## src/rtl/core/rwrb_pkg.sv

```systemverilog
// shared types and constants of the receive window reorder buffer
package rwrb_pkg;

   localparam int SEQ_W = 16;
   localparam int TAG_W = 16;
   localparam int WIN_W = 5;
   localparam int FREE_W = 5;
   localparam int KIND_W = 2;
   localparam int STATUS_W = 3;

   localparam logic [WIN_W-1:0] WIN_RESET = 5'd16;
   localparam logic [SEQ_W-1:0] ACK_RESET = 16'd2;

   // request command codes
   localparam logic CMD_SEGMENT = 1'b0;
   localparam logic CMD_DRAIN = 1'b1;

   // entries of the queue between front and back
   localparam int QUEUE_DEPTH = 2;

   typedef enum logic {
      OP_ARRIVE,
      OP_DRAIN
   } op_type;

   typedef enum logic [KIND_W-1:0] {
      KIND_STATUS  = 2'd0,
      KIND_DRAINED = 2'd1,
      KIND_EMPTY   = 2'd2
   } kind_type;

   typedef enum logic [STATUS_W-1:0] {
      ST_STORED        = 3'd0,
      ST_DUPLICATE     = 3'd1,
      ST_NOT_EXPECTED  = 3'd2,
      ST_FULL          = 3'd3,
      ST_OUT_OF_WINDOW = 3'd4
   } status_type;

   typedef enum logic [2:0] {
      BK_IDLE,
      BK_ARR_EVAL,
      BK_WALK,
      BK_ACK_READ,
      BK_ACK_SET,
      BK_DRN_START,
      BK_DRN_EMIT
   } back_state_type;

   typedef struct packed {
      op_type            op;
      logic [SEQ_W-1:0]  seq;
      logic [TAG_W-1:0]  tag;
   } item_type;

   typedef struct packed {
      kind_type           kind;
      status_type         status;
      logic [SEQ_W-1:0]   seq;
      logic [TAG_W-1:0]   tag;
      logic [SEQ_W-1:0]   ack;
      logic [FREE_W-1:0]  free;
      logic               last;
   } rsp_type;

endpackage

```

## src/rtl/core/rwrb_queue.sv

```systemverilog
// short request queue between the front and the back
module rwrb_queue (
   input  logic               clock,
   input  logic               reset,
   input  logic               push,
   input  rwrb_pkg::item_type push_item,
   input  logic               pop,
   output rwrb_pkg::item_type pop_item,
   output logic               empty,
   output logic               full
);

   localparam int PTR_W = (rwrb_pkg::QUEUE_DEPTH > 1) ? $clog2(rwrb_pkg::QUEUE_DEPTH) : 1;
   localparam int CNT_W = $clog2(rwrb_pkg::QUEUE_DEPTH + 1);
   localparam logic [PTR_W-1:0] PTR_LAST = PTR_W'(rwrb_pkg::QUEUE_DEPTH - 1);
   localparam logic [CNT_W-1:0] CNT_FULL = CNT_W'(rwrb_pkg::QUEUE_DEPTH);

   rwrb_pkg::item_type entry_ff [rwrb_pkg::QUEUE_DEPTH];
   logic [PTR_W-1:0] wr_ptr_ff, wr_ptr_in;
   logic [PTR_W-1:0] rd_ptr_ff, rd_ptr_in;
   logic [CNT_W-1:0] count_ff, count_in;
   logic             do_push, do_pop;

   assign empty = (count_ff == '0);
   assign full = (count_ff == CNT_FULL);
   assign do_push = push && !full;
   assign do_pop = pop && !empty;
   assign pop_item = entry_ff[rd_ptr_ff];

   always_comb begin
      wr_ptr_in = wr_ptr_ff;
      rd_ptr_in = rd_ptr_ff;
      count_in = count_ff;
      if (do_push) begin
         wr_ptr_in = (wr_ptr_ff == PTR_LAST) ? '0 : wr_ptr_ff + PTR_W'(1);
      end
      if (do_pop) begin
         rd_ptr_in = (rd_ptr_ff == PTR_LAST) ? '0 : rd_ptr_ff + PTR_W'(1);
      end
      if (do_push && !do_pop) begin
         count_in = count_ff + CNT_W'(1);
      end else if (do_pop && !do_push) begin
         count_in = count_ff - CNT_W'(1);
      end
   end

   always_ff @(posedge clock) begin
      if (reset) begin
         wr_ptr_ff <= '0;
         rd_ptr_ff <= '0;
         count_ff <= '0;
      end else begin
         wr_ptr_ff <= wr_ptr_in;
         rd_ptr_ff <= rd_ptr_in;
         count_ff <= count_in;
      end
   end

   always_ff @(posedge clock) begin
      if (do_push) begin
         entry_ff[wr_ptr_ff] <= push_item;
      end
   end

endmodule

```

## src/rtl/core/rwrb_front.sv

```systemverilog
// request intake: registers a request, decodes its command and hands it to the queue
module rwrb_front (
   input  logic                        clock,
   input  logic                        reset,
   input  logic                        accept,
   input  logic                        req_cmd,
   input  logic [rwrb_pkg::SEQ_W-1:0]  req_seq,
   input  logic [rwrb_pkg::TAG_W-1:0]  req_payload_tag,
   input  logic                        q_full,
   output logic                        push,
   output rwrb_pkg::item_type          push_item,
   output logic                        pending
);

   logic               valid_ff, valid_in;
   rwrb_pkg::item_type item_ff, item_in;
   rwrb_pkg::op_type   op_dec;

   always_comb begin
      case (req_cmd)
         rwrb_pkg::CMD_SEGMENT: op_dec = rwrb_pkg::OP_ARRIVE;
         rwrb_pkg::CMD_DRAIN:   op_dec = rwrb_pkg::OP_DRAIN;
         default:               op_dec = rwrb_pkg::OP_ARRIVE;
      endcase
   end

   assign push = valid_ff && !q_full;
   assign push_item = item_ff;
   assign pending = valid_ff;

   always_comb begin
      valid_in = valid_ff;
      item_in = item_ff;
      if (accept) begin
         valid_in = 1'b1;
         item_in.op = op_dec;
         item_in.seq = req_seq;
         item_in.tag = req_payload_tag;
      end else if (push) begin
         valid_in = 1'b0;
      end
   end

   always_ff @(posedge clock) begin
      if (reset) begin
         valid_ff <= 1'b0;
      end else begin
         valid_ff <= valid_in;
      end
   end

   always_ff @(posedge clock) begin
      item_ff <= item_in;
   end

endmodule

```

## src/rtl/core/rwrb_back.sv

```systemverilog
// slot ring, in-order walk and drain sequencer of the reorder buffer
module rwrb_back #(
   parameter int MAX_SLOTS = 16
) (
   input  logic                        clock,
   input  logic                        reset,
   input  logic                        csr_we,
   input  logic [rwrb_pkg::WIN_W-1:0]  csr_data,
   input  logic                        q_empty,
   input  rwrb_pkg::item_type          q_item,
   output logic                        q_pop,
   output logic                        active,
   output logic                        rsp_valid,
   output rwrb_pkg::rsp_type           rsp
);

   localparam int IDX_W = (MAX_SLOTS > 1) ? $clog2(MAX_SLOTS) : 1;
   localparam int CNT_W = $clog2(MAX_SLOTS + 1);
   localparam int SEQ_W = rwrb_pkg::SEQ_W;
   localparam int TAG_W = rwrb_pkg::TAG_W;

   function automatic logic [IDX_W-1:0] wrap_inc(input logic [IDX_W-1:0] p,
                                                 input logic [CNT_W-1:0] w);
      logic [CNT_W-1:0] s;
      s = CNT_W'(p) + CNT_W'(1);
      wrap_inc = (s == w) ? '0 : IDX_W'(s);
   endfunction

   rwrb_pkg::back_state_type state_ff, state_in;

   logic [MAX_SLOTS-1:0]        occ_ff, occ_in;
   logic [CNT_W-1:0]            cnt_ff, cnt_in;
   logic [IDX_W-1:0]            head_ff, head_in;
   logic [IDX_W-1:0]            end_ff, end_in;
   logic [SEQ_W-1:0]            ack_ff, ack_in;
   logic [rwrb_pkg::WIN_W-1:0]  win_raw_ff, win_raw_in;
   rwrb_pkg::item_type          item_ff, item_in;
   logic [IDX_W-1:0]            walk_p_ff, walk_p_in;
   logic [CNT_W-1:0]            walk_steps_ff, walk_steps_in;
   logic [IDX_W-1:0]            drn_p_ff, drn_p_in;
   logic [CNT_W-1:0]            drn_left_ff, drn_left_in;
   logic                        rsp_valid_ff, rsp_valid_in;
   rwrb_pkg::rsp_type           rsp_ff, rsp_in;

   // slot contents
   logic [SEQ_W-1:0]  slot_seq_ff [MAX_SLOTS];
   logic [TAG_W-1:0]  slot_tag_ff [MAX_SLOTS];
   logic [SEQ_W-1:0]  rd_seq_ff;
   logic [TAG_W-1:0]  rd_tag_ff;
   logic [IDX_W-1:0]  rd_addr;
   logic              wr_en;
   logic [IDX_W-1:0]  wr_addr;
   logic [SEQ_W-1:0]  wr_seq;
   logic [TAG_W-1:0]  wr_tag;

   // decode
   logic [CNT_W-1:0]    win;
   logic                ring_full;
   logic                head_occ;
   logic [SEQ_W:0]      diff;
   logic                diff_neg;
   logic                diff_big;
   logic [CNT_W:0]      tsum;
   logic [IDX_W-1:0]    target;
   logic                arr_store;
   logic [IDX_W-1:0]    arr_addr;
   rwrb_pkg::status_type arr_status;
   logic [CNT_W-1:0]    ring_span;
   logic [IDX_W-1:0]    walk_q;
   logic [IDX_W-1:0]    drn_q;
   logic                walk_more;
   logic                drn_last;

   always_comb begin
      if (win_raw_ff == '0) begin
         win = CNT_W'(1);
      end else if (int'(win_raw_ff) > MAX_SLOTS) begin
         win = CNT_W'(MAX_SLOTS);
      end else begin
         win = CNT_W'(win_raw_ff);
      end
   end

   assign ring_full = (cnt_ff == win);
   assign head_occ = occ_ff[head_ff];
   assign diff = {1'b0, item_ff.seq} - {1'b0, rd_seq_ff};
   assign diff_neg = diff[SEQ_W];
   assign diff_big = (diff[SEQ_W-1:0] >= SEQ_W'(win));
   assign tsum = (CNT_W+1)'(head_ff) + (CNT_W+1)'(diff[CNT_W-1:0]);
   assign target = (tsum >= (CNT_W+1)'(win)) ? IDX_W'(tsum - (CNT_W+1)'(win))
                                            : IDX_W'(tsum);
   assign walk_q = wrap_inc(walk_p_ff, win);
   assign drn_q = wrap_inc(drn_p_ff, win);
   assign walk_more = (walk_steps_ff < win) && occ_ff[walk_q];
   assign drn_last = (drn_left_ff == CNT_W'(1));

   // ring distance from head to in-order end
   assign ring_span = (end_ff >= head_ff) ? CNT_W'(end_ff) - CNT_W'(head_ff)
                                          : (win - CNT_W'(head_ff)) + CNT_W'(end_ff);

   // arrival classification against the head slot
   always_comb begin
      arr_store = 1'b0;
      arr_addr = head_ff;
      arr_status = rwrb_pkg::ST_STORED;
      if (ring_full) begin
         arr_status = rwrb_pkg::ST_FULL;
      end else if (!head_occ) begin
         if (item_ff.seq == ack_ff) begin
            arr_store = 1'b1;
         end else begin
            arr_status = rwrb_pkg::ST_NOT_EXPECTED;
         end
      end else if (diff_neg) begin
         arr_status = rwrb_pkg::ST_DUPLICATE;
      end else if (diff_big) begin
         arr_status = rwrb_pkg::ST_OUT_OF_WINDOW;
      end else if (occ_ff[target]) begin
         arr_status = rwrb_pkg::ST_DUPLICATE;
      end else begin
         arr_store = 1'b1;
         arr_addr = target;
      end
   end

   // next state
   always_comb begin
      state_in = state_ff;
      case (state_ff)
         rwrb_pkg::BK_IDLE: begin
            if (!q_empty) begin
               state_in = (q_item.op == rwrb_pkg::OP_DRAIN) ? rwrb_pkg::BK_DRN_START
                                                            : rwrb_pkg::BK_ARR_EVAL;
            end
         end
         rwrb_pkg::BK_ARR_EVAL: begin
            state_in = arr_store ? rwrb_pkg::BK_WALK : rwrb_pkg::BK_IDLE;
         end
         rwrb_pkg::BK_WALK: begin
            if (!occ_ff[walk_p_ff]) begin
               state_in = rwrb_pkg::BK_IDLE;
            end else if (!walk_more) begin
               state_in = rwrb_pkg::BK_ACK_READ;
            end
         end
         rwrb_pkg::BK_ACK_READ: state_in = rwrb_pkg::BK_ACK_SET;
         rwrb_pkg::BK_ACK_SET:  state_in = rwrb_pkg::BK_IDLE;
         rwrb_pkg::BK_DRN_START: begin
            state_in = head_occ ? rwrb_pkg::BK_DRN_EMIT : rwrb_pkg::BK_IDLE;
         end
         rwrb_pkg::BK_DRN_EMIT: begin
            if (drn_last) begin
               state_in = rwrb_pkg::BK_IDLE;
            end
         end
         default: state_in = rwrb_pkg::BK_IDLE;
      endcase
   end

   // datapath and outputs
   always_comb begin
      occ_in = occ_ff;
      cnt_in = cnt_ff;
      head_in = head_ff;
      end_in = end_ff;
      ack_in = ack_ff;
      win_raw_in = win_raw_ff;
      item_in = item_ff;
      walk_p_in = walk_p_ff;
      walk_steps_in = walk_steps_ff;
      drn_p_in = drn_p_ff;
      drn_left_in = drn_left_ff;
      rsp_valid_in = 1'b0;
      rsp_in = rsp_ff;
      q_pop = 1'b0;
      rd_addr = head_ff;
      wr_en = 1'b0;
      wr_addr = arr_addr;
      wr_seq = item_ff.seq;
      wr_tag = item_ff.tag;

      case (state_ff)
         rwrb_pkg::BK_IDLE: begin
            if (!q_empty) begin
               q_pop = 1'b1;
               item_in = q_item;
            end
         end
         rwrb_pkg::BK_ARR_EVAL: begin
            if (arr_store) begin
               wr_en = 1'b1;
               occ_in[arr_addr] = 1'b1;
               cnt_in = cnt_ff + CNT_W'(1);
               walk_p_in = end_ff;
               walk_steps_in = CNT_W'(1);
            end else begin
               rsp_valid_in = 1'b1;
               rsp_in.kind = rwrb_pkg::KIND_STATUS;
               rsp_in.status = arr_status;
               rsp_in.seq = '0;
               rsp_in.tag = '0;
               rsp_in.last = 1'b1;
            end
         end
         rwrb_pkg::BK_WALK: begin
            if (!occ_ff[walk_p_ff]) begin
               rsp_valid_in = 1'b1;
               rsp_in.kind = rwrb_pkg::KIND_STATUS;
               rsp_in.status = rwrb_pkg::ST_STORED;
               rsp_in.seq = '0;
               rsp_in.tag = '0;
               rsp_in.last = 1'b1;
            end else if (walk_more) begin
               walk_p_in = walk_q;
               walk_steps_in = walk_steps_ff + CNT_W'(1);
            end else begin
               end_in = walk_p_ff;
            end
         end
         rwrb_pkg::BK_ACK_READ: begin
            rd_addr = end_ff;
         end
         rwrb_pkg::BK_ACK_SET: begin
            ack_in = rd_seq_ff + SEQ_W'(1);
            rsp_valid_in = 1'b1;
            rsp_in.kind = rwrb_pkg::KIND_STATUS;
            rsp_in.status = rwrb_pkg::ST_STORED;
            rsp_in.seq = '0;
            rsp_in.tag = '0;
            rsp_in.last = 1'b1;
         end
         rwrb_pkg::BK_DRN_START: begin
            if (!head_occ) begin
               rsp_valid_in = 1'b1;
               rsp_in.kind = rwrb_pkg::KIND_EMPTY;
               rsp_in.status = rwrb_pkg::ST_STORED;
               rsp_in.seq = '0;
               rsp_in.tag = '0;
               rsp_in.last = 1'b1;
            end else begin
               drn_p_in = head_ff;
               drn_left_in = ring_span + CNT_W'(1);
               rd_addr = head_ff;
            end
         end
         rwrb_pkg::BK_DRN_EMIT: begin
            rsp_valid_in = 1'b1;
            rsp_in.kind = rwrb_pkg::KIND_DRAINED;
            rsp_in.status = rwrb_pkg::ST_STORED;
            rsp_in.seq = rd_seq_ff;
            rsp_in.tag = rd_tag_ff;
            rsp_in.last = drn_last;
            occ_in[drn_p_ff] = 1'b0;
            cnt_in = cnt_ff - CNT_W'(1);
            rd_addr = drn_q;
            drn_p_in = drn_q;
            drn_left_in = drn_left_ff - CNT_W'(1);
            if (drn_last) begin
               head_in = drn_q;
               end_in = drn_q;
            end
         end
         default: begin
         end
      endcase

      // window write frees the whole ring
      if (csr_we) begin
         win_raw_in = csr_data;
         occ_in = '0;
         cnt_in = '0;
         head_in = '0;
         end_in = '0;
      end

      if (rsp_valid_in) begin
         rsp_in.ack = ack_in;
         rsp_in.free = rwrb_pkg::FREE_W'(win - cnt_in);
      end
   end

   assign active = (state_ff != rwrb_pkg::BK_IDLE);
   assign rsp_valid = rsp_valid_ff;
   assign rsp = rsp_ff;

   always_ff @(posedge clock) begin
      if (reset) begin
         state_ff <= rwrb_pkg::BK_IDLE;
         occ_ff <= '0;
         cnt_ff <= '0;
         head_ff <= '0;
         end_ff <= '0;
         ack_ff <= rwrb_pkg::ACK_RESET;
         win_raw_ff <= rwrb_pkg::WIN_RESET;
         walk_steps_ff <= '0;
         drn_left_ff <= '0;
         rsp_valid_ff <= 1'b0;
      end else begin
         state_ff <= state_in;
         occ_ff <= occ_in;
         cnt_ff <= cnt_in;
         head_ff <= head_in;
         end_ff <= end_in;
         ack_ff <= ack_in;
         win_raw_ff <= win_raw_in;
         walk_steps_ff <= walk_steps_in;
         drn_left_ff <= drn_left_in;
         rsp_valid_ff <= rsp_valid_in;
      end
   end

   always_ff @(posedge clock) begin
      item_ff <= item_in;
      walk_p_ff <= walk_p_in;
      drn_p_ff <= drn_p_in;
      rsp_ff <= rsp_in;
   end

   always_ff @(posedge clock) begin
      if (wr_en) begin
         slot_seq_ff[wr_addr] <= wr_seq;
         slot_tag_ff[wr_addr] <= wr_tag;
      end
      rd_seq_ff <= slot_seq_ff[rd_addr];
      rd_tag_ff <= slot_tag_ff[rd_addr];
   end

endmodule

```

## src/rtl/core/receive_window_reorder_buffer.sv

```systemverilog
// top level of the receive window reorder buffer
//
// usage
//  - a request is taken on a rising edge with start high and busy low; req_cmd
//    selects a segment arrival or a drain of the in-order run at the head
//  - results come out on the rsp_ ports for exactly one cycle each, marked by
//    rsp_strobe; rsp_last flags the final result of a request
//  - the receiver cannot stall, results are simply presented and taken
//  - one request at a time: busy stays high from acceptance until the last
//    result is on the ports, so a new request may be taken in that cycle
//  - a refused or ignored arrival shows its status once it has passed the front
//    register, the queue and ARR_EVAL; a stored arrival goes on through WALK,
//    ACK_READ and ACK_SET, the walk covering 0 to window_size - 1 ring steps
//  - drain: the first result passes DRN_START, the registered slot read and
//    DRN_EMIT, then one drained segment every cycle; an empty head gives a
//    single result from DRN_START; the walk is one slot per cycle and slot
//    contents come from a single registered read port
//  - window register: csr_valid/csr_ready, taken only while idle; writing it
//    frees every slot and rewinds head and in-order end, ack is kept
//  - reset (synchronous): window 16, all slots free, ack 2; no clearing pass
module receive_window_reorder_buffer #(
   parameter int MAX_SLOTS = 16
) (
   input  logic                           clock,
   input  logic                           reset,
   // request channel
   input  logic                           start,
   output logic                           busy,
   input  logic                           req_cmd,
   input  logic [rwrb_pkg::SEQ_W-1:0]     req_seq,
   input  logic [rwrb_pkg::TAG_W-1:0]     req_payload_tag,
   // result channel
   output logic                           rsp_strobe,
   output logic [rwrb_pkg::KIND_W-1:0]    rsp_kind,
   output logic [rwrb_pkg::STATUS_W-1:0]  rsp_status,
   output logic [rwrb_pkg::SEQ_W-1:0]     rsp_out_seq,
   output logic [rwrb_pkg::TAG_W-1:0]     rsp_out_payload_tag,
   output logic [rwrb_pkg::SEQ_W-1:0]     rsp_ack_number,
   output logic [rwrb_pkg::FREE_W-1:0]    rsp_free_slots,
   output logic                           rsp_last,
   // window size register
   input  logic                           csr_valid,
   output logic                           csr_ready,
   input  logic [rwrb_pkg::WIN_W-1:0]     csr_window_size
);

   logic               req_accept;
   logic               front_push;
   logic               front_pending;
   rwrb_pkg::item_type front_item;
   logic               q_pop;
   logic               q_empty;
   logic               q_full;
   rwrb_pkg::item_type q_item;
   logic               back_active;
   logic               back_rsp_valid;
   rwrb_pkg::rsp_type  back_rsp;
   logic               csr_we;

   // busy while a request sits anywhere between intake and result register
   assign busy = front_pending || !q_empty || back_active;
   assign req_accept = start && !busy;

   // window changes only with nothing in flight
   assign csr_ready = !busy;
   assign csr_we = csr_valid && csr_ready;

   // front: registers and decodes the request
   rwrb_front u_front (
      .clock           (clock),
      .reset           (reset),
      .accept          (req_accept),
      .req_cmd         (req_cmd),
      .req_seq         (req_seq),
      .req_payload_tag (req_payload_tag),
      .q_full          (q_full),
      .push            (front_push),
      .push_item       (front_item),
      .pending         (front_pending)
   );

   // decoupling queue
   rwrb_queue u_queue (
      .clock     (clock),
      .reset     (reset),
      .push      (front_push),
      .push_item (front_item),
      .pop       (q_pop),
      .pop_item  (q_item),
      .empty     (q_empty),
      .full      (q_full)
   );

   // back: slot ring, walk and drain
   rwrb_back #(
      .MAX_SLOTS (MAX_SLOTS)
   ) u_back (
      .clock     (clock),
      .reset     (reset),
      .csr_we    (csr_we),
      .csr_data  (csr_window_size),
      .q_empty   (q_empty),
      .q_item    (q_item),
      .q_pop     (q_pop),
      .active    (back_active),
      .rsp_valid (back_rsp_valid),
      .rsp       (back_rsp)
   );

   // result ports straight from the output register
   assign rsp_strobe = back_rsp_valid;
   assign rsp_kind = back_rsp.kind;
   assign rsp_status = back_rsp.status;
   assign rsp_out_seq = back_rsp.seq;
   assign rsp_out_payload_tag = back_rsp.tag;
   assign rsp_ack_number = back_rsp.ack;
   assign rsp_free_slots = back_rsp.free;
   assign rsp_last = back_rsp.last;

   // a result that is not the last one leaves the block still busy
   assert property (@(posedge clock) disable iff (reset)
      rsp_strobe && !rsp_last |-> busy)
   else $error("non-final result while block idle");

   // arrival status and empty drain always close their request
   assert property (@(posedge clock) disable iff (reset)
      rsp_strobe && rsp_kind != rwrb_pkg::KIND_DRAINED |-> rsp_last)
   else $error("single-result kind without last");

   // an accepted request holds busy in the following cycle
   assert property (@(posedge clock) disable iff (reset)
      req_accept |=> busy)
   else $error("request accepted but block not busy");

endmodule
```

## config.mk

```make
export PLATFORM = sky130hd
export DESIGN_NAME = receive_window_reorder_buffer
export DESIGN_NICKNAME = d
export VERILOG_FILES = /design/src/rtl/core/rwrb_pkg.sv /design/src/rtl/core/rwrb_queue.sv /design/src/rtl/core/rwrb_front.sv /design/src/rtl/core/rwrb_back.sv /design/src/rtl/core/receive_window_reorder_buffer.sv
export SDC_FILE = /design/constraint.sdc
export NUM_CORES = 1
export LEC_CHECK = 0
export ABC_CLOCK_PERIOD_IN_PS = 17150
export BUFFER_PORTS_ARGS = -buffer_cell sky130_fd_sc_hd__buf_2
export CAP_MARGIN = 30
export CORE_ASPECT_RATIO = 0.9
export CORE_UTILIZATION = 45
export DETAILED_ROUTE_END_ITERATION = 8
export PLACE_DENSITY = 0.72
export RECOVER_POWER = 100
export REMOVE_ABC_BUFFERS = 1
export SYNTH_ARGS = -nofsm -noshare
export SYNTH_HDL_FRONTEND = slang
export SYNTH_SLANG_ARGS = --single-unit
```

## constraint.sdc

```tcl
create_clock -name clock -period 17.15 [get_ports clock]
set_input_delay 0.8575 -clock clock [delete_from_list [all_inputs] [get_ports clock]]
set_output_delay 0.8575 -clock clock [all_outputs]
set_load 0.02 [all_outputs]
```

==> impl_metrics.toml, run 1 <==
[status]
status = "complete, but fails checks"
violations = "max-capacitance violations, max-slew violations"

[cts]
postCtsResizedCells = 0
clock-sinks = 812
clock_path_buffers = 3
cts.clk_slew.worst_paths_ns = 0.06
cts_hold_buf = 0
root_buffer = "clkbuf_16"
post_cts_buffers = 0
cts_tree = "done"
htree_num_levels = 3
cts_buffers = 84
clk-insertion-delay-late_ns = 0.65

[synthesis]
synth_cell_type_count = 84
ys.flop_type = "edfxtp_1"
ys_warn_count = 0
synth_cells = 2648
syn_area_sq_um = 34900
ys_seq_area_share_pct = 66.9
synth_edf_count = 710
synth.avg_cell_area_sq_um = 13.2
async_flop_share_pct = 0
ys_seq_elements = 812

[worst_setup_path]
worstPathRequired_ns = 17.56
critical-path-max-stage-delay_ns = 2.13
cp_cell_sequence = "inv_1 -> ha_1 -> inv_1 -> fa_1 -> fa_1 -> xnor2_1 -> inv_1 -> ha_1 -> and3_1 -> a221oi_1 -> nor2_1 -> a2111oi_0 -> a211oi_1 -> o41ai_1 -> a211oi_1 -> o211ai_1 -> a211oi_1 -> a311o_1 -> fa_1 -> a21o_1 -> a21oi_1 -> xnor2_1 -> mux4_2 -> a2111oi_0"
cp_max_fo = 25
crit_buf_inv = 3
start_kind = "register"
worst_path_max_delay_cell = "o211ai_1"
crit_type = "register to register"
crit_arrival_ns = 11.74
end_kind = "register"
path_delay_family = "compound AO/OA/AOI/OAI gates"

[place]
io_buffers = 103
dp.cells = 3667
hpwl_microns = 50000
globalplace.congestion = 0.924

[routing]
met3_length_microns = 6390
drc_errors = 0
via_per_inst = 5.83
dr_total_vias = 22300
drtIter0Drc = 2423
postRouteAntennaNets = 0
finalWirelength_microns = 86100
wire_per_inst_microns = 22.5
top_layer = "met4"
wl_met2_microns = 40600
first_pass_iters = 6
wirelength_met1_microns = 36900

[timing]
worst_pin_slew_ns = 4.20
finalCritPeriodShare_pct = 66.1
setup_viol = 0
rsz0062_at_grt = "no"
final.setup.tns_ns = 0
max_freq_ghz = 0.0882
maxSlewViolCount = 1018
hold_viol_final = 0
skew_ns = 0.0395
fin_crit_ns = 11.34
relSlewSlack_pct = -180

[finish]
layout_commonest_cell = "edfxtp_1"
fillCellCount = 6337
syn_to_final_growth_pct = 12.2
fin_cells = 3828
num_antenna_cells = 0
final_cell_mix = "710 x edfxtp_1, 348 x nand2_1, 184 x a211oi_1"
drive_gt1_share_pct = 9.11
fin_nets = 2843

[global_routing]
grt_pass1_wl_microns = 129000
antenna_found_initial = 0
first_global_vias = 21600
track_usage_pct = 21.8
grt_start_max_net_pins = 257
gr-total-overflow = 0

[floorplanning]
start_util_pct = 45.7
ios = 104
rows = 96
die_y_microns = 266
dieArea_sq_um = 78800
core-area_sq_um = 76500
die_w_microns = 296

[power_and_ir_drop]
cellLeakagePower_nw = 13.1
ir_drop_uv = 86.6
total_power_mw = 5.35
powerDensity_nw_per_um2 = 137

[job]
maxCapViolCount = 27

[worst_hold_path]
hp-class = "input port to register"
[synth_stat cells, types with 12 or more instances]
| library cell | n | area (sq um) |
|---|---|---|
| and3_1 | 32 | 200 |
| nor2b_1 | 28 | 175 |
| ha_1 | 64 | 801 |
| clkbuf_1 | 149 | 559 |
| a31oi_1 | 70 | 438 |
| nor3_1 | 19 | 95.1 |
| nor2_1 | 84 | 315 |
| a21oi_1 | 118 | 591 |
| o21ai_0 | 48 | 240 |
| and2_1 | 141 | 882 |
| edfxtp_1 | 710 | 21300 |
| a21o_1 | 16 | 120 |
| a311oi_1 | 70 | 613 |
| dfxtp_1 | 102 | 2040 |
| a211oi_1 | 183 | 1370 |
| xor2_1 | 19 | 166 |
| nand3_1 | 31 | 155 |
| mux2i_1 | 20 | 200 |
| xnor2_1 | 48 | 420 |
| nand2_1 | 348 | 1310 |
| mux2_2 | 40 | 450 |
| nand2b_1 | 12 | 75.1 |
| inv_1 | 94 | 353 |
[flip-flops by register name, summed over array words and instances (netlist names), 33 cells and up, named ones only]
signal and count:
u_back.rsp 59, u_back.slot_seq_ff 256, u_back.slot_tag_ff 256, u_front.push_item 33, u_queue.entry_ff 66
[cell families after synthesis]
kind of cell	share of synthesized area, %
AOI/OAI and AO/OA	12.4
muxes	2.61
buffers and inverters	2.84
DFF	66.9
xor gates and xnor gates	1.75
adders and majority gates	2.81
and+or+nand+nor	10.7
[final timing paths]
| check | startpoint | to | slack [ns] | depth (start not counted) |
|---|---|---|---|---|
| setup reg to reg | u_back.wr_seq[0] | u_back.rsp[5] | 5.81 | 24 |
| setup / recovery | u_back.wr_seq[0] | u_back.rsp[5] | 5.81 | 24 |
| hold / removal | req_seq[1] | u_front.push_item[17] | 0.38 | 1 |
| hold reg to reg | u_front.push_item[10] | u_queue.entry_ff[0][10] | 0.43 | 0 |
[power breakdown]
part / leakage, nW / internal (mW) / switching, mW
clock network: 1.36 / 1.05 / 0.769
registers: 7.28 / 2.47 / 0.151
logic: 4.47 / 0.279 / 0.630
total: 13.1 / 3.80 / 1.55
[metal layers]
layer | global-route usage [%] | up-vias
met5 | 0 | -
met4 | 6.41 | 0
met3 | 3.31 | 137
met2 | 34.8 | 870
met1 | 30.7 | 11100
li1 | - | 10200
[worst reg2reg max path, stage by stage (launching register included)]
cell and delay (ns):
edfxtp_1 0.74, inv_1 0.15, ha_1 0.22, inv_1 0.08, fa_1 0.50, fa_1 0.47, xnor2_1 0.45, inv_1 0.11
ha_1 0.34, and3_1 0.16, a221oi_1 0.58, nor2_1 0.29, a2111oi_0 0.59, a211oi_1 0.13, o41ai_1 1.00, a211oi_1 0.37
o211ai_1 2.13, a211oi_1 0.35, a311o_1 0.48, fa_1 0.47, a21o_1 0.17, a21oi_1 0.18, xnor2_1 0.23, mux4_2 0.56
a2111oi_0 0.34
[through the flow]
step	utilization, %	setup slack, ns	hold slack, ns	instance area [sq um]
3_5_place_dp	47.9	8.03	0.430	36700
5_1_grt	51.2	4.96	0.353	39200
2_1_floorplan	-	3.23	0.421	34300
6_report	51.2	5.81	0.378	39200
4_1_cts	51.6	7.99	0.337	39500
3_3_place_gp	47.8	8.56	0.423	36600
[area by class of cell]
class,instances,area (sq um),area share [%]
Clock buffer,98,2210,5.63
Clock inverter,59,588,1.50
Inverter,97,364,0.929
Multi-Input combinational cell,1578,10600,27.2
Sequential cell,812,23400,59.6
Tap cell,1029,1290,3.28
Timing Repair Buffer,155,744,1.90
Note: power is estimated with default switching activity, not from simulation.
==> inputs of run 2 (changes only) <==
--- a/config.mk
+++ b/config.mk
@@ -5,7 +5,7 @@
 export SDC_FILE = /design/constraint.sdc
 export NUM_CORES = 1
 export LEC_CHECK = 0
-export ABC_CLOCK_PERIOD_IN_PS = 17150
+export ABC_CLOCK_PERIOD_IN_PS = 10900
 export BUFFER_PORTS_ARGS = -buffer_cell sky130_fd_sc_hd__buf_2
 export CAP_MARGIN = 30
 export CORE_ASPECT_RATIO = 0.9
==> constraint.sdc (replaced) <==
create_clock -name clock -period 10.9 [get_ports clock]
set_input_delay 0.545 -clock clock [delete_from_list [all_inputs] [get_ports clock]]
set_output_delay 0.545 -clock clock [all_outputs]
set_load 0.02 [all_outputs]
==> impl_metrics.toml, run 2 (synthesized netlist as in run 1, its figures left out) <==
[place]
io_buffers = 103
hpwl_microns = 49800
place_area_sq_um = 36700
place_ws_ns = 1.85
globalplace.congestion = 0.919

[worst_setup_path]
r2r-start = "u_back.wr_seq[0]"
start_kind = "register"
worstPathRequired_ns = 11.07
reg2reg_to = "u_back.slot_tag_ff[4][0]"
r2r_cells = 19
crit_type = "register to register"
cp_max_fo = 32
crit_arrival_ns = 9.49
end_kind = "register"
reg2reg_setup_slack_ns = 1.58

[finish]
multi_input_area_sq_um = 10600
register_area_sq_um = 23400
num_antenna_cells = 0
fin_nets = 2839
utilization_pct = 51.2
fin_area_sq_um = 39100
fillCellCount = 6332
syn_to_final_growth_pct = 12.0
final_cell_mix = "710 x edfxtp_1, 348 x nand2_1, 184 x a211oi_1"
layout_commonest_cell = "edfxtp_1"
largest_registers = "u_back.slot_seq_ff: 256 flops, u_back.slot_tag_ff: 256 flops, u_queue.entry_ff: 66 flops"
drive_gt1_share_pct = 8.91

[floorplanning]
core-area_sq_um = 76500
start_util_pct = 45.7
die_y_microns = 266
ios = 104
rows = 96
die_w_microns = 296
dieArea_sq_um = 78800

[routing]
dr_total_vias = 22400
finalWirelength_microns = 85600
wl_met2_microns = 40300
wire_per_inst_microns = 22.4
top_layer = "met4"
drc_errors = 0
drtIter0Drc = 2332
wirelength_met1_microns = 35900
postRouteAntennaNets = 0
met3_length_microns = 7040
via_per_inst = 5.86
first_pass_iters = 5

[power_and_ir_drop]
powerDensity_nw_per_um2 = 216
ir_drop_uv = 132
total_power_mw = 8.47
cellLeakagePower_nw = 13.0

[worst_hold_path]
hold_start = "req_seq[6]"
hold-path-cell-count = 1
holdPathEnd = "u_front.push_item[22]"
hp-class = "input port to register"

[cts]
cts_hold_buf = 0
htree_num_levels = 3
clk-insertion-delay-late_ns = 0.65
postCtsResizedCells = 0
clock-sinks = 812
root_buffer = "clkbuf_16"
clock_path_buffers = 3
cts.clk_slew.worst_paths_ns = 0.06
cts_buffers = 84
post_cts_buffers = 0
cts_tree = "done"

[timing]
setup_slack_ns = 1.58
max_freq_ghz = 0.107
maxSlewViolCount = 924
rsz0062_at_grt = "no"
relSlewSlack_pct = -109
worst_pin_slew_ns = 3.13
hold_viol_final = 0
final.setup.tns_ns = 0
skew_ns = 0.0276
fin_crit_ns = 9.32
setup_viol = 0
finalCritPeriodShare_pct = 85.5

[global_routing]
antenna_found_initial = 1
grt_pass1_wl_microns = 128000
track_usage_pct = 21.7
grt_start_max_net_pins = 257
first_global_vias = 21700
gr-total-overflow = 0

[job]
maxCapViolCount = 25

[status]
violations = "max-capacitance violations, max-slew violations"
status = "complete, but fails checks"
==> run 2: metrics by stage <==
| stage | std cells | hold WS, ns |
|---|---|---|
| after global routing | 3825 | 0.0411 |
| after CTS | 3823 | 0.0377 |
| after detailed placement | 3665 | 0.430 |
| final | 3825 | 0.0699 |
| after global placement | 3661 | 0.422 |
| after floorplan | 2487 | 0.421 |
==> run 2: critical path, stage by stage, from the launching register on <==
cell	delay, ns
edfxtp_1	0.72
inv_1	0.14
ha_1	0.21
inv_1	0.06
fa_1	0.48
fa_1	0.47
xnor2_1	0.45
inv_1	0.10
ha_1	0.33
and3_1	0.16
a221oi_1	0.53
nor2_1	0.27
a211o_1	0.42
a211oi_1	0.51
o41ai_4	0.20
a211oi_1	0.74
o211ai_4	0.38
nand4b_1	0.35
inv_1	0.08
clkbuf_1	2.20
==> run 2: how the worst max path moves through the flow <==
stage / startpoint / end / slack, ns / cells past startpoint
2_1_floorplan: u_back.state_ff[0] / u_back.rd_seq_ff[0] / -3.02 / 9
3_3_place_gp: u_back.wr_seq[0] / u_back.rsp[5] / 2.33 / 24
3_5_place_dp: u_back.wr_seq[0] / u_back.rsp[5] / 1.85 / 26
4_1_cts: u_back.wr_seq[0] / u_back.rsp[5] / 1.80 / 26
5_1_grt: u_back.wr_seq[0] / u_back.occ_ff[15] / 1.0 / 19
6_report: u_back.wr_seq[0] / u_back.slot_tag_ff[4][0] / 1.58 / 19
==> run 2: layout make-up <==
class	instances	share of cell area, %
clock buffer	118	6.06
clock inverter	40	1.17
inverter	97	0.930
multi-input combinational	1578	27.0
sequential	812	59.7
tap	1029	3.29
timing repair buffer	151	1.83
==> run 2: per-layer routing <==
metal,global-route usage [%],vias up
li1,-,10200
met1,29.7,11200
met2,34.6,906
met3,4.26,151
met4,6.99,0
met5,0,-
==> run 2: report_power, final <==
part / internal [mW] / total, mW / switching (mW)
Combinational: 0.450 / 1.45 / 1.00
Sequential: 3.88 / 4.12 / 0.237
Clock: 1.70 / 2.89 / 1.19
